$ cat src/rtl/mtb_pkg.sv
package mtb_pkg;

  // Storage geometry. The field widths of the transaction types are fixed by the interface.
  localparam int unsigned NUM_LISTS  = 4;
  localparam int unsigned LIST_DEPTH = 16;
  localparam int unsigned ENTRY_W    = 4;
  localparam int unsigned SEL_W      = 2;
  localparam int unsigned LEN_W      = 5;
  localparam int unsigned ORDER_W    = 64;
  localparam int unsigned LIST_IDX_W = (NUM_LISTS > 1) ? $clog2(NUM_LISTS) : 1;

  localparam logic [LEN_W-1:0] FULL_COUNT_RESET = LEN_W'(13);

  typedef logic [LIST_DEPTH-1:0][ENTRY_W-1:0] row_t;

  typedef struct packed {
    logic [SEL_W-1:0]   list_select;
    logic [ENTRY_W-1:0] value;
  } in_item_t;

  typedef struct packed {
    logic [LEN_W-1:0]   list_length;
    logic               was_present;
    logic               is_full;
    logic [ORDER_W-1:0] order_packed;
  } out_item_t;

  // Commands from the controller to the datapath.
  typedef struct packed {
    logic load;    // capture the input and read the selected list row
    logic commit;  // write the updated row and length, load the result register
  } mtb_cmd_t;

endpackage

$ cat src/rtl/mtb_ctrl.sv
module mtb_ctrl import mtb_pkg::*; (
  input  logic     clk_i,
  input  logic     rst_ni,
  input  logic     in_valid_i,
  output logic     in_stall_o,
  output logic     out_valid_o,
  input  logic     out_stall_i,
  output mtb_cmd_t cmd_o
);

  typedef enum logic {
    ST_IDLE,
    ST_PROC
  } state_e;

  state_e state_q, state_d;
  logic   out_valid_q, out_valid_d;

  always_comb begin
    cmd_o.load   = (state_q == ST_IDLE) && in_valid_i;
    cmd_o.commit = (state_q == ST_PROC) && (!out_valid_q || !out_stall_i);

    state_d     = state_q;
    out_valid_d = out_valid_q;
    if (out_valid_q && !out_stall_i) begin
      out_valid_d = 1'b0;
    end
    case (state_q)
      ST_IDLE: begin
        if (cmd_o.load) begin
          state_d = ST_PROC;
        end
      end
      ST_PROC: begin
        if (cmd_o.commit) begin
          state_d     = ST_IDLE;
          out_valid_d = 1'b1;
        end
      end
      default: begin
        state_d = ST_IDLE;
      end
    endcase
  end

  always_ff @(posedge clk_i or negedge rst_ni) begin
    if (!rst_ni) begin
      state_q     <= ST_IDLE;
      out_valid_q <= 1'b0;
    end else begin
      state_q     <= state_d;
      out_valid_q <= out_valid_d;
    end
  end

  assign in_stall_o  = (state_q != ST_IDLE);
  assign out_valid_o = out_valid_q;

endmodule

$ cat src/rtl/mtb_datapath.sv
module mtb_datapath import mtb_pkg::*; (
  input  logic             clk_i,
  input  logic             rst_ni,
  input  mtb_cmd_t         cmd_i,
  input  in_item_t         in_item_i,
  input  logic             cfg_we_i,
  input  logic [LEN_W-1:0] cfg_wdata_i,
  output out_item_t        out_item_o
);

  // One row per list, written and read as a whole.
  row_t                  mem_q [NUM_LISTS];
  row_t                  row_q;
  logic [LIST_IDX_W-1:0] sel_q;
  logic [ENTRY_W-1:0]    value_q;
  logic [LEN_W-1:0]      len_q [NUM_LISTS];
  logic [LEN_W-1:0]      full_count_q;
  out_item_t             out_q;

  logic [LIST_IDX_W-1:0] in_idx;
  logic [LEN_W-1:0]      len_cur;
  logic [LEN_W-1:0]      len_d;
  logic [LEN_W-1:0]      tail;
  logic [LIST_DEPTH-1:0] match;
  logic [LIST_DEPTH-1:0] seen;
  logic                  present;
  row_t                  row_shift;
  row_t                  row_d;
  row_t                  row_out;

  // The select field is reduced modulo the number of lists.
  assign in_idx  = LIST_IDX_W'(in_item_i.list_select);
  assign len_cur = len_q[sel_q];

  always_comb begin
    for (int i = 0; i < LIST_DEPTH; i++) begin
      match[i] = (row_q[i] == value_q) && (LEN_W'(i) < len_cur);
    end
    present = |match;
    // Entries at and after the match take their right neighbor.
    for (int i = 0; i < LIST_DEPTH; i++) begin
      seen[i] = |(match & LIST_DEPTH'((2 ** (i + 1)) - 1));
    end
    row_shift = row_t'(row_q >> ENTRY_W);
    tail      = present ? (len_cur - LEN_W'(1)) : len_cur;
    if (!present && (len_cur < LEN_W'(LIST_DEPTH))) begin
      len_d = len_cur + LEN_W'(1);
    end else begin
      len_d = len_cur;
    end
    for (int i = 0; i < LIST_DEPTH; i++) begin
      if (LEN_W'(i) == tail) begin
        row_d[i] = value_q;
      end else if (seen[i]) begin
        row_d[i] = row_shift[i];
      end else begin
        row_d[i] = row_q[i];
      end
      row_out[i] = (LEN_W'(i) < len_d) ? row_d[i] : '0;
    end
  end

  always_ff @(posedge clk_i) begin
    if (cmd_i.load) begin
      row_q   <= mem_q[in_idx];
      sel_q   <= in_idx;
      value_q <= in_item_i.value;
    end
    if (cmd_i.commit) begin
      mem_q[sel_q]           <= row_d;
      out_q.list_length      <= len_d;
      out_q.was_present      <= present;
      out_q.is_full          <= (len_d == full_count_q);
      out_q.order_packed     <= ORDER_W'(row_out);
    end
  end

  always_ff @(posedge clk_i or negedge rst_ni) begin
    if (!rst_ni) begin
      for (int i = 0; i < NUM_LISTS; i++) begin
        len_q[i] <= '0;
      end
      full_count_q <= FULL_COUNT_RESET;
    end else begin
      if (cmd_i.commit) begin
        len_q[sel_q] <= len_d;
      end
      if (cfg_we_i) begin
        full_count_q <= cfg_wdata_i;
      end
    end
  end

  assign out_item_o = out_q;

endmodule

$ cat src/rtl/move_to_back_recency_lists.sv
// Channel   Direction  Handshake                 Payload
// input     in         in_valid_i / in_stall_o   in_item_i   (list_select, value)
// output    out        out_valid_o / out_stall_i out_item_o  (length, flags, order)
// config    in         cfg_we_i                  cfg_wdata_i (full_count)
//
// A transaction first reads the selected list row from the row memory into a register,
// then searches it, rebuilds it and writes it back. The next transaction is accepted
// only after the write back, so a following transaction on the same list always sees
// the updated row. Reset clears all list lengths and loads full_count with 13; the row
// memory is not cleared, since entries beyond a list's length are never used.
// A stalled output holds the finished result and keeps a new one waiting in the datapath,
// and the input stays stalled until that new result can be committed.
module move_to_back_recency_lists import mtb_pkg::*; (
  input  logic             clk_i,
  input  logic             rst_ni,
  input  logic             in_valid_i,
  output logic             in_stall_o,
  input  in_item_t         in_item_i,
  output logic             out_valid_o,
  input  logic             out_stall_i,
  output out_item_t        out_item_o,
  input  logic             cfg_we_i,
  input  logic [LEN_W-1:0] cfg_wdata_i
);

  mtb_cmd_t cmd;

  // The controller sequences the read and the commit of each transaction and owns
  // the result valid flag.
  mtb_ctrl u_ctrl (
    .clk_i       (clk_i),
    .rst_ni      (rst_ni),
    .in_valid_i  (in_valid_i),
    .in_stall_o  (in_stall_o),
    .out_valid_o (out_valid_o),
    .out_stall_i (out_stall_i),
    .cmd_o       (cmd)
  );

  // The datapath holds the lists, the lengths, the full count and the result register.
  mtb_datapath u_datapath (
    .clk_i       (clk_i),
    .rst_ni      (rst_ni),
    .cmd_i       (cmd),
    .in_item_i   (in_item_i),
    .cfg_we_i    (cfg_we_i),
    .cfg_wdata_i (cfg_wdata_i),
    .out_item_o  (out_item_o)
  );

  // An accepted transaction always blocks the input for the following cycle.
  assert property (@(posedge clk_i) disable iff (!rst_ni)
    in_valid_i && !in_stall_o |=> in_stall_o)
    else $error("input accepted on two consecutive cycles");

  // A list never reports more entries than it can hold.
  assert property (@(posedge clk_i) disable iff (!rst_ni)
    out_valid_o |-> out_item_o.list_length <= LEN_W'(LIST_DEPTH))
    else $error("list length beyond depth");

  // A value that was found implies a non-empty list.
  assert property (@(posedge clk_i) disable iff (!rst_ni)
    out_valid_o && out_item_o.was_present |-> out_item_o.list_length != '0)
    else $error("value reported present in an empty list");

  // Results appear only after the commit cycle of a transaction.
  assert property (@(posedge clk_i) disable iff (!rst_ni)
    $rose(out_valid_o) |-> $past(in_stall_o))
    else $error("result without a transaction in flight");

endmodule

$ cat config.mk
export PLATFORM = sky130hd
export DESIGN_NAME = move_to_back_recency_lists
export DESIGN_NICKNAME = d
export VERILOG_FILES = /design/src/rtl/mtb_pkg.sv /design/src/rtl/mtb_ctrl.sv /design/src/rtl/mtb_datapath.sv /design/src/rtl/move_to_back_recency_lists.sv
export SDC_FILE = /design/constraint.sdc
export NUM_CORES = 1
export LEC_CHECK = 0
export ABC_AREA = 1
export BUFFER_PORTS_ARGS = -buffer_cell sky130_fd_sc_hd__buf_2
export CAP_MARGIN = 20
export CORE_AREA = 2 2 175 177
export DETAILED_ROUTE_END_ITERATION = 16
export DIE_AREA = 0 0 177 179
export PLACE_DENSITY = 0.94
export SYNTH_ARGS = -nofsm -noshare
export SYNTH_HDL_FRONTEND = slang
export SYNTH_SLANG_ARGS = --single-unit
export TNS_END_PERCENT = 5
$ cat constraint.sdc
create_clock -name clk_i -period 13.4 [get_ports clk_i]
set_clock_uncertainty 0.1 [all_clocks]
set_input_delay 2.68 -clock clk_i [delete_from_list [all_inputs] [get_ports clk_i]]
set_output_delay 2.68 -clock clk_i [all_outputs]
set_load 0.1 [all_outputs]
* After elaboration in Yosys (flattened, before gate mapping)
Memories as Yosys holds them, arrays and structs flattened. A register that Yosys moved wholly into a read port is not among the register bits.
Index checks and enable logic that the tools add are counted.
** Operators by class
- Add/sub/neg operators :: 2
- Magnitude comparators :: 35
- Eq/ne operators :: 32
- Muxes and demuxes :: 48
- Bitwise gates (word level) :: 2
- Reduce and logical (&&, ||, !) cells :: 41
** Operator list (number)
- two-way mux 4 bit :: 32
- less-than comparator 4 x 5 -> 1 bit (first input constant) :: 16
- == test 4 bit :: 16
- == test 4 x 5 -> 1 bit (first input constant) :: 8
- less-than comparator 3 x 5 -> 1 bit (first input constant) :: 8
- two-way mux 5 bit :: 5
- logical AND 1 bit :: 21
- bitwise mux 20 bit :: 1
- == test 3 x 5 -> 1 bit (first input constant) :: 4
- less-than comparator 1 x 5 -> 1 bit (first input constant) :: 4
- less-than comparator 2 x 5 -> 1 bit (first input constant) :: 4
- OR reduction 16 bit :: 1
- OR reduction 15 bit :: 1
- OR reduction 14 bit :: 1
- OR reduction 13 bit :: 1
- OR reduction 12 bit :: 1
- OR reduction 11 bit :: 1
- binary-select mux 5 bit (select 2 bit) :: 1
- demux 5 bit (select 2 bit) :: 1
- == test 2 x 5 -> 1 bit (first input constant) :: 2
- OR reduction 10 bit :: 1
- OR reduction 9 bit :: 1
- OR reduction 8 bit :: 1
- two-way mux 1 bit :: 7
- other kinds (19) :: 21
** Word-level totals
- Bits in registers :: 104
- RAM bits :: 256
- Input bits :: 16
- Output and inout port bits :: 73
- Logic and storage cells :: 189
- Memories :: 1
** Memory list
- u_datapath.mem_q :: words 4, width 64, rd ports 1, clocked after Yosys merged registers in 1, wr ports 1, line mtb_datapath.sv:12 : row_t mem_q [NUM_LISTS];

* Longest topological paths before layout
Gate-level depths: netlist of run 1.
- Depth after elaboration :: 11
- Depth in mapped cells :: 23
- Depth with buffers taken out :: 21

* By module
A second synthesis of run 1 with hierarchy kept.
** Second synthesis, totals
- Cells, all modules :: 1878
- Area total of the unflattened synthesis :: 19459.9 um2
** By module, submodules not included
- mtb_datapath :: instances 1, cells each 1868, area each 19377.3 um2, sequential area each 12550.8 um2
- mtb_ctrl :: instances 1, cells each 10, area each 82.6 um2, sequential area each 50.0 um2

* Worst setup path after synthesis of run 1
Ideal clock, no wire load.
- Kind :: in2reg
- Start :: input port out_stall_i
- End :: register u_datapath.len_q[0] (netlist name)
- Library setup time :: 0.100 ns
- Data arrival time :: 6.847 ns
- Data required time :: 13.200 ns
- Path slack :: 6.352 ns
- Stages :: 5
- Buffers on the path :: 0
- Cell sequence :: nand2_1 > nand2_1 > nor2_1 > clkinv_1 > o21ai_0
** Between the ends
- Word-level cells in the longest chain between the ends :: 3
** RTL lines
- start: declaration :: line move_to_back_recency_lists.sv:20 : input logic out_stall_i,
- logical NOT 1 bit :: line mtb_ctrl.sv:21 : cmd_o.commit = (state_q == ST_PROC) && (!out_valid_q || !out_stall_i);
- logical OR 1 bit :: line mtb_ctrl.sv:21
- logical AND 1 bit :: line mtb_ctrl.sv:21
- end signal: indexed assignment :: line mtb_datapath.sv:86 : len_q[sel_q] <= len_d;
- end: declaration :: line mtb_datapath.sv:16 : logic [LEN_W-1:0] len_q [NUM_LISTS];
Every way passes these cells.
A chain may end at the register's enable or synchronous reset.

==> results.yml, run 1 <==
floorplanning:
  rows: 64
  dieArea_sq_um: 31700
  core_sq_um: 30000
  fp.dieH_microns: 179
  die_x_microns: 177
  num_io_pins: 89
  start_util: 0.646
finish:
  n_antenna_cell: 0
  layout-drive-gt1-share: 0.135
  num-nets-final: 1891
  mostFrequentLayoutCells: "397 x edfxtp_1, 335 x nand2_1, 237 x nor2_1"
  fin_util: 0.715
  area_delta_synth_final_pct: 10.8
  layout_commonest_cell: "edfxtp_1"
  instances_no_fill: 2302
grt:
  grt_max_degree: 101
  use_met3: 0.0657
  grt_pass1_vias: 14500
  gr-total-overflow: 0
  grt_use_met2: 0.508
  grt_use_total: 0.319
  grtUsageMet1: 0.413
  grt_pass1_wl_microns: 76700
  antenna_found_initial: 0
  busiest_layer: "met2"
clocking:
  cts_hold_buf: 0
  postCtsSetupBuffers: 0
  cts_tree: "yes"
  cts_resized: 0
  clockRootBuffer: "clkbuf_16"
  clock_path_buffers: 3
  clock_latency_ns: 0.57
  numClockSinks: 424
  cts_buffers: 42
  cts.reportedPaths.clkPinSlew_ns: 0.07
  htreeDepth: 2
placed_design:
  place_ws_ns: 7.72
  hpwl_microns: 29100
  placedCellCount: 2224
  portBuffers: 88
  place.gp.congestion: 0.962
detailed_routing:
  wl_per_cell_microns: 21.7
  drc_errors: 0
  drtIter0Drc: 2299
  wirelength_microns: 50000
  vias: 14700
  viasPerCell: 6.38
  first_pass_iters: 6
  antenna_left: 0
timing:
  fin_crit_sh: 0.401
  fin_ws_ns: 8.03
  max_freq_mhz: 186
  max_slew_margin: 0.238
  holdWs_ns: 0.399
  finalSetupTns_ns: 0
  tightest_slew_ns: 1.14
  rsz0062_at_grt: "no"
  hold_violations: 0
  finalSetupViolCount: 0
  period_minus_slack_ns: 5.37
  slew_violations: 0
pwr:
  vdd_drop_max_mv: 0.245
  seqPwrFrac: 0.399
  intPower_uw: 2750
  p_comb_frac: 0.329
  p_sw_frac: 0.394
  power.leakage_uw: 0.00832
  power.density_nw_per_um2: 211
  power_switching_uw: 1790
  clockPowerShare: 0.272
outcome:
  status: "complete, no violations"
critical_path:
  cp-start-kind: "flip-flop"
  crit_type: "reg -> reg"
  critPathMaxFanout: 18
  cp.arrival_ns: 5.58
  r2r_cells: 17
  r2r_start: "u_datapath.sel_q[0]"
  cp_data_required_time_ns: 13.60
  rr_endpoint: "u_datapath.mem_q[0][8]"
  rrSetupSlack_ns: 8.03
  cp-end-kind: "flip-flop"
yosys:
  ys_ff_latch: 424
  postSynthCellCount: 1810
  syn-num-nets: 1829
  syn_avg_cell_area_sq_um: 10.7
  synth_warnings: 0
  synth_area_sq_um: 19400
  ys_seq_area_frac: 0.650
  yosysUniqueCellTypes: 38
min_path:
  min_to: "u_datapath.len_q[0]"
  min-delay-start: "u_datapath.len_q[0]"
  hp-class: "reg -> reg"
  holdPathStages: 2
job:
  maxCapViolCount: 0
==> critical path: stages, from the launching register on <==
cell      delay, ns
edfxtp_1       0.84
inv_4          0.15
nand3_2        0.11
nand2_2        0.10
nor2_2         0.51
nand4_1        0.22
nand2_1        0.11
nand2_1        0.09
a21oi_1        0.61
nand2_1        0.46
nor2_1         0.33
nand2_1        0.08
nand2_1        0.11
nand2_1        0.43
inv_2          0.43
nand3_1        0.14
nand2_1        0.17
inv_1          0.12
==> cells by family after synthesis <==
kind of cell / Yosys count / share of synthesized area
AOI/OAI and AO/OA: 349 / 0.104
xor gates and xnor gates: 46 / 0.0208
adders and majority gates: 3 / 0.00194
buffers and inverters: 235 / 0.0520
DFF: 424 / 0.650
muxes: 2 / 0.00116
and+or+nand+nor: 751 / 0.170
==> layout make-up <==
type	instances	area, sq um
flip-flops and latches	424	12600
inverters	148	567
clock inverters	31	385
multi-input cells	1151	5790
fillers	1900	8550
clock buffers	47	1070
well taps	396	495
repair buffers	105	571
==> power groups by stage <==
stage	sequential, uW	combinational (uW)	clock, uW
global route	1820	1580	1280
finish	1810	1490	1240
global placement	1830	1360	0
CTS	1810	1440	1230
detailed placement	1830	1420	0
floorplan	2130	773	0
==> synthesized netlist by cell type <==
cell | instances | area share
edfxtp_1 | 397 | 0.61
nand4_1 | 14 | 0.0045
nand3_1 | 101 | 0.026
dfrtp_1 | 24 | 0.031
buf_4 | 5 | 0.0019
nor3_1 | 8 | 0.0021
o21ai_2 | 2 | 0.00090
buf_2 | 18 | 0.0046
o22ai_1 | 64 | 0.021
a21oi_2 | 2 | 0.00090
nand2_8 | 1 | 0.0010
a21oi_1 | 14 | 0.0036
xor2_1 | 29 | 0.013
o21bai_1 | 65 | 0.025
inv_1 | 130 | 0.025
clkinv_1 | 3 | 0.00058
clkbuf_1 | 52 | 0.010
xnor2_1 | 17 | 0.0077
nand4_2 | 1 | 0.00065
inv_4 | 2 | 0.00065
inv_2 | 12 | 0.0023
nand2_2 | 20 | 0.0065
nor2_1 | 238 | 0.046
nor2_4 | 11 | 0.0064
buf_6 | 10 | 0.0058
nand3_2 | 8 | 0.0041
buf_1 | 2 | 0.00039
inv_6 | 1 | 0.00045
nand2_1 | 335 | 0.065
o21ai_1 | 4 | 0.0010
ha_1 | 3 | 0.0019
nand3_4 | 5 | 0.0045
dfstp_2 | 3 | 0.0041
nand2_4 | 2 | 0.0012
o21ai_0 | 197 | 0.051
nor2_2 | 7 | 0.0023
mux2_2 | 2 | 0.0012
o21ai_4 | 1 | 0.00084
==> how the worst max path moves through the flow <==
| stage | to | slack (ns) | depth (start not counted) | startpoint |
|---|---|---|---|---|
| 2_1_floorplan | u_datapath.len_q[0] | 6.35 | 5 | out_stall_i |
| 3_3_place_gp | u_datapath.mem_q[0][9] | 7.79 | 8 | out_stall_i |
| 3_5_place_dp | u_datapath.mem_q[0][18] | 7.72 | 8 | out_stall_i |
| 4_1_cts | u_datapath.mem_q[0][47] | 8.29 | 8 | out_stall_i |
| 5_1_grt | u_datapath.mem_q[0][8] | 7.78 | 17 | u_datapath.sel_q[0] |
| 6_report | u_datapath.mem_q[0][8] | 8.03 | 17 | u_datapath.sel_q[0] |
==> flip-flops by register name (all words and copies together), names as in the netlist <==
register and cells:
u_datapath.row_q 64, u_ctrl.out_valid_o 1, u_datapath.sel_q 2, u_ctrl.in_stall_o 1
u_datapath.out_item_o 71, u_datapath.value_q 4, u_datapath.len_q 20, u_datapath.mem_q 256
u_datapath.full_count_q 5
==> per-layer routing <==
layer	up-vias	wire length, microns
met5	-	0
met4	0	2940
met3	302	6490
met2	1223	23000
met1	6794	17600
li1	6361	-
==> metrics by stage <==
step / cell area (sq um) / power, uW
final: 21500 / 4540
after detailed placement: 20000 / 3250
after CTS: 21500 / 4490
after floorplan: 19400 / 2900
after global placement: 20000 / 3190
after global routing: 21500 / 4680
No activity file was read; power rests on OpenSTA's default activity.
==> run 2, diff against run 1 <==
--- a/config.mk
+++ b/config.mk
@@ -8,10 +8,10 @@
 export ABC_AREA = 1
 export BUFFER_PORTS_ARGS = -buffer_cell sky130_fd_sc_hd__buf_2
 export CAP_MARGIN = 20
-export CORE_AREA = 2 2 175 177
+export CORE_AREA = 2 2 190 192
 export DETAILED_ROUTE_END_ITERATION = 16
-export DIE_AREA = 0 0 177 179
-export PLACE_DENSITY = 0.94
+export DIE_AREA = 0 0 192 194
+export PLACE_DENSITY = 0.86
 export SYNTH_ARGS = -nofsm -noshare
 export SYNTH_HDL_FRONTEND = slang
 export SYNTH_SLANG_ARGS = --single-unit
==> constraint.sdc (replaced) <==
create_clock -name clk_i -period 4.75 [get_ports clk_i]
set_clock_uncertainty 0.1 [all_clocks]
set_input_delay 0.95 -clock clk_i [delete_from_list [all_inputs] [get_ports clk_i]]
set_output_delay 0.95 -clock clk_i [all_outputs]
set_load 0.1 [all_outputs]
==> run 2 against run 1 <==
- utilization down 10 points
- clock-buffer cell count up 1
- power rose to 2.8 times the previous value
- via count down 2.5%
- non-clock buffer count up 20
- first-iteration DRC count down 8.1%
- worst hold slack worse by 0.092 ns
- worst setup slack worse by 7.7 ns
- sequential power rose to 2.8 times the previous value
- global-route usage down 4.8 points
- die area up 18%
- clock power rose to 2.6 times the previous value
- critical endpoint is now u_datapath.out_item_o[11]
- largest cell class unchanged
==> results.yml, run 2 (synthesis results as in run 1) <==
finish:
  multi_input_area_sq_um: 5790
  area_delta_synth_final_pct: 11.5
  fillCellCount: 2675
  largest_reg_flops: 256
  num-nets-final: 1911
  top_register: "u_datapath.mem_q"
  register_area_sq_um: 12600
  mostFrequentLayoutCells: "397 x edfxtp_1, 335 x nand2_1, 237 x nor2_1"
  layout-drive-gt1-share: 0.141
  layout_commonest_cell: "edfxtp_1"
  n_antenna_cell: 0
  reg_top3: "u_datapath.mem_q (256), u_datapath.out_item_o (71), u_datapath.row_q (64)"
  instances_no_fill: 2384
critical_path:
  cp_cell_sequence: "inv_4 > nand3_1 > nand2_2 > nor2_4 > ha_1 > nand4_1 > nand2_1 > nand2_1 > nand2_2 > nand2_2 > nor2_4 > nand3_4 > nand2_2 > nand2_2 > nor2_2 > nand2_1 > nor2_1 > nor2_1"
  cp-start-kind: "flip-flop"
  cpPeakStageDelay_ns: 0.80
  cp-end-kind: "flip-flop"
  cp.arrival_ns: 4.56
  crit_slowest_cell: "edfxtp_1"
  critPathMaxFanout: 18
  cp.buffers_inverters: 1
  crit_type: "reg -> reg"
  cp_data_required_time_ns: 4.92
  critPathTopFamily: "simple AND/OR/NAND/NOR gates"
  crit_top_cell: "nand2_2"
grt:
  grt_use_total: 0.272
  grt_pass1_wl_microns: 77000
  gr-total-overflow: 0
  grt_pass1_vias: 14000
  antenna_found_initial: 0
  grt_max_degree: 129
pwr:
  power.density_nw_per_um2: 579
  power.leakage_uw: 0.00835
  finalPower_uw: 12500
  vdd_drop_max_mv: 0.417
timing:
  tightest_slew_ns: 0.964
  max_freq_mhz: 228
  fin_crit_sh: 0.924
  max_slew_margin: 0.357
  holdWs_ns: 0.307
  hold_violations: 0
  period_minus_slack_ns: 4.39
  slew_violations: 0
  rsz0062_at_grt: "no"
  finalSetupViolCount: 0
  finalSetupTns_ns: 0
clocking:
  htreeDepth: 2
  cts_hold_buf: 0
  cts.reportedPaths.clkPinSlew_ns: 0.06
  clockRootBuffer: "clkbuf_16"
  numClockSinks: 424
  clock_path_buffers: 3
  clock_latency_ns: 0.55
  cts_resized: 0
  postCtsSetupBuffers: 0
  cts_tree: "yes"
  cts_buffers: 42
detailed_routing:
  drc_errors: 0
  drtIter0Drc: 2113
  wirelength_microns: 50300
  viasPerCell: 6.01
  wl_per_cell_microns: 21.1
  vias: 14300
  first_pass_iters: 8
  antenna_left: 0
placed_design:
  portBuffers: 88
  hpwl_microns: 31700
  placedCellCount: 2309
  place.gp.congestion: 1.02
outcome:
  status: "complete, no violations"
floorplanning:
  dieArea_sq_um: 37200
  num_io_pins: 89
  core_sq_um: 35200
  rows: 69
  start_util: 0.550
  die_x_microns: 192
  fp.dieH_microns: 194
min_path:
  hp-class: "in -> async"
job:
  maxCapViolCount: 0
## run 2: worst register-to-register path, cell delays in order (launching register included)
cell	delay, ns
edfxtp_1	0.80
inv_4	0.15
nand3_1	0.13
nand2_2	0.10
nor2_4	0.21
ha_1	0.21
nand4_1	0.11
nand2_1	0.09
nand2_1	0.07
nand2_2	0.15
nand2_2	0.09
nor2_4	0.29
nand3_4	0.25
nand2_2	0.16
nand2_2	0.21
nor2_2	0.23
nand2_1	0.16
nor2_1	0.49
nor2_1	0.12
## run 2: worst paths after layout
path / endpoint / slack [ns] / from / depth (start not counted)
setup reg to reg: u_datapath.out_item_o[11] / 0.36 / u_datapath.sel_q[0] / 18
hold reg to reg: u_datapath.len_q[1] / 0.40 / u_datapath.len_q[1] / 2
hold / removal: u_datapath.full_count_q[1] / 0.31 / rst_ni / 1
max in group asynchronous: u_datapath.len_q[3] / 3.83 / rst_ni / 1
min in group clk_i: u_datapath.len_q[1] / 0.40 / u_datapath.len_q[1] / 2
setup / recovery: u_datapath.out_item_o[11] / 0.36 / u_datapath.sel_q[0] / 18
## run 2: through the flow
step           setup WS [ns]  utilization  area (sq um)
2_1_floorplan          0.623            -         19400
3_3_place_gp           0.461        0.577         20300
3_5_place_dp           0.486        0.577         20300
4_1_cts                0.462        0.614         21600
5_1_grt               0.0500        0.614         21600
6_report               0.362        0.614         21600
## run 2: layout make-up
class / instances / area share
sequential: 424 / 0.583
multi-input combinational: 1151 / 0.268
clock buffer: 48 / 0.0497
timing repair buffer: 125 / 0.0362
tap: 461 / 0.0267
inverter: 148 / 0.0264
clock inverter: 27 / 0.0104
## run 2: layer usage
layer | part of all wire | routed length [microns] | up-vias | global-route usage
met5 | 0 | 0 | - | 0
met4 | 0.045 | 2260 | 0 | 0.129
met3 | 0.11 | 5750 | 176 | 0.0478
met2 | 0.46 | 23200 | 995 | 0.423
met1 | 0.38 | 19100 | 6755 | 0.373
li1 | - | - | 6390 | -
## run 2: power breakdown
group | switching [uW] | internal, uW
Combinational | 3350 | 866
Sequential | 194 | 4930
Clock | 1380 | 1790
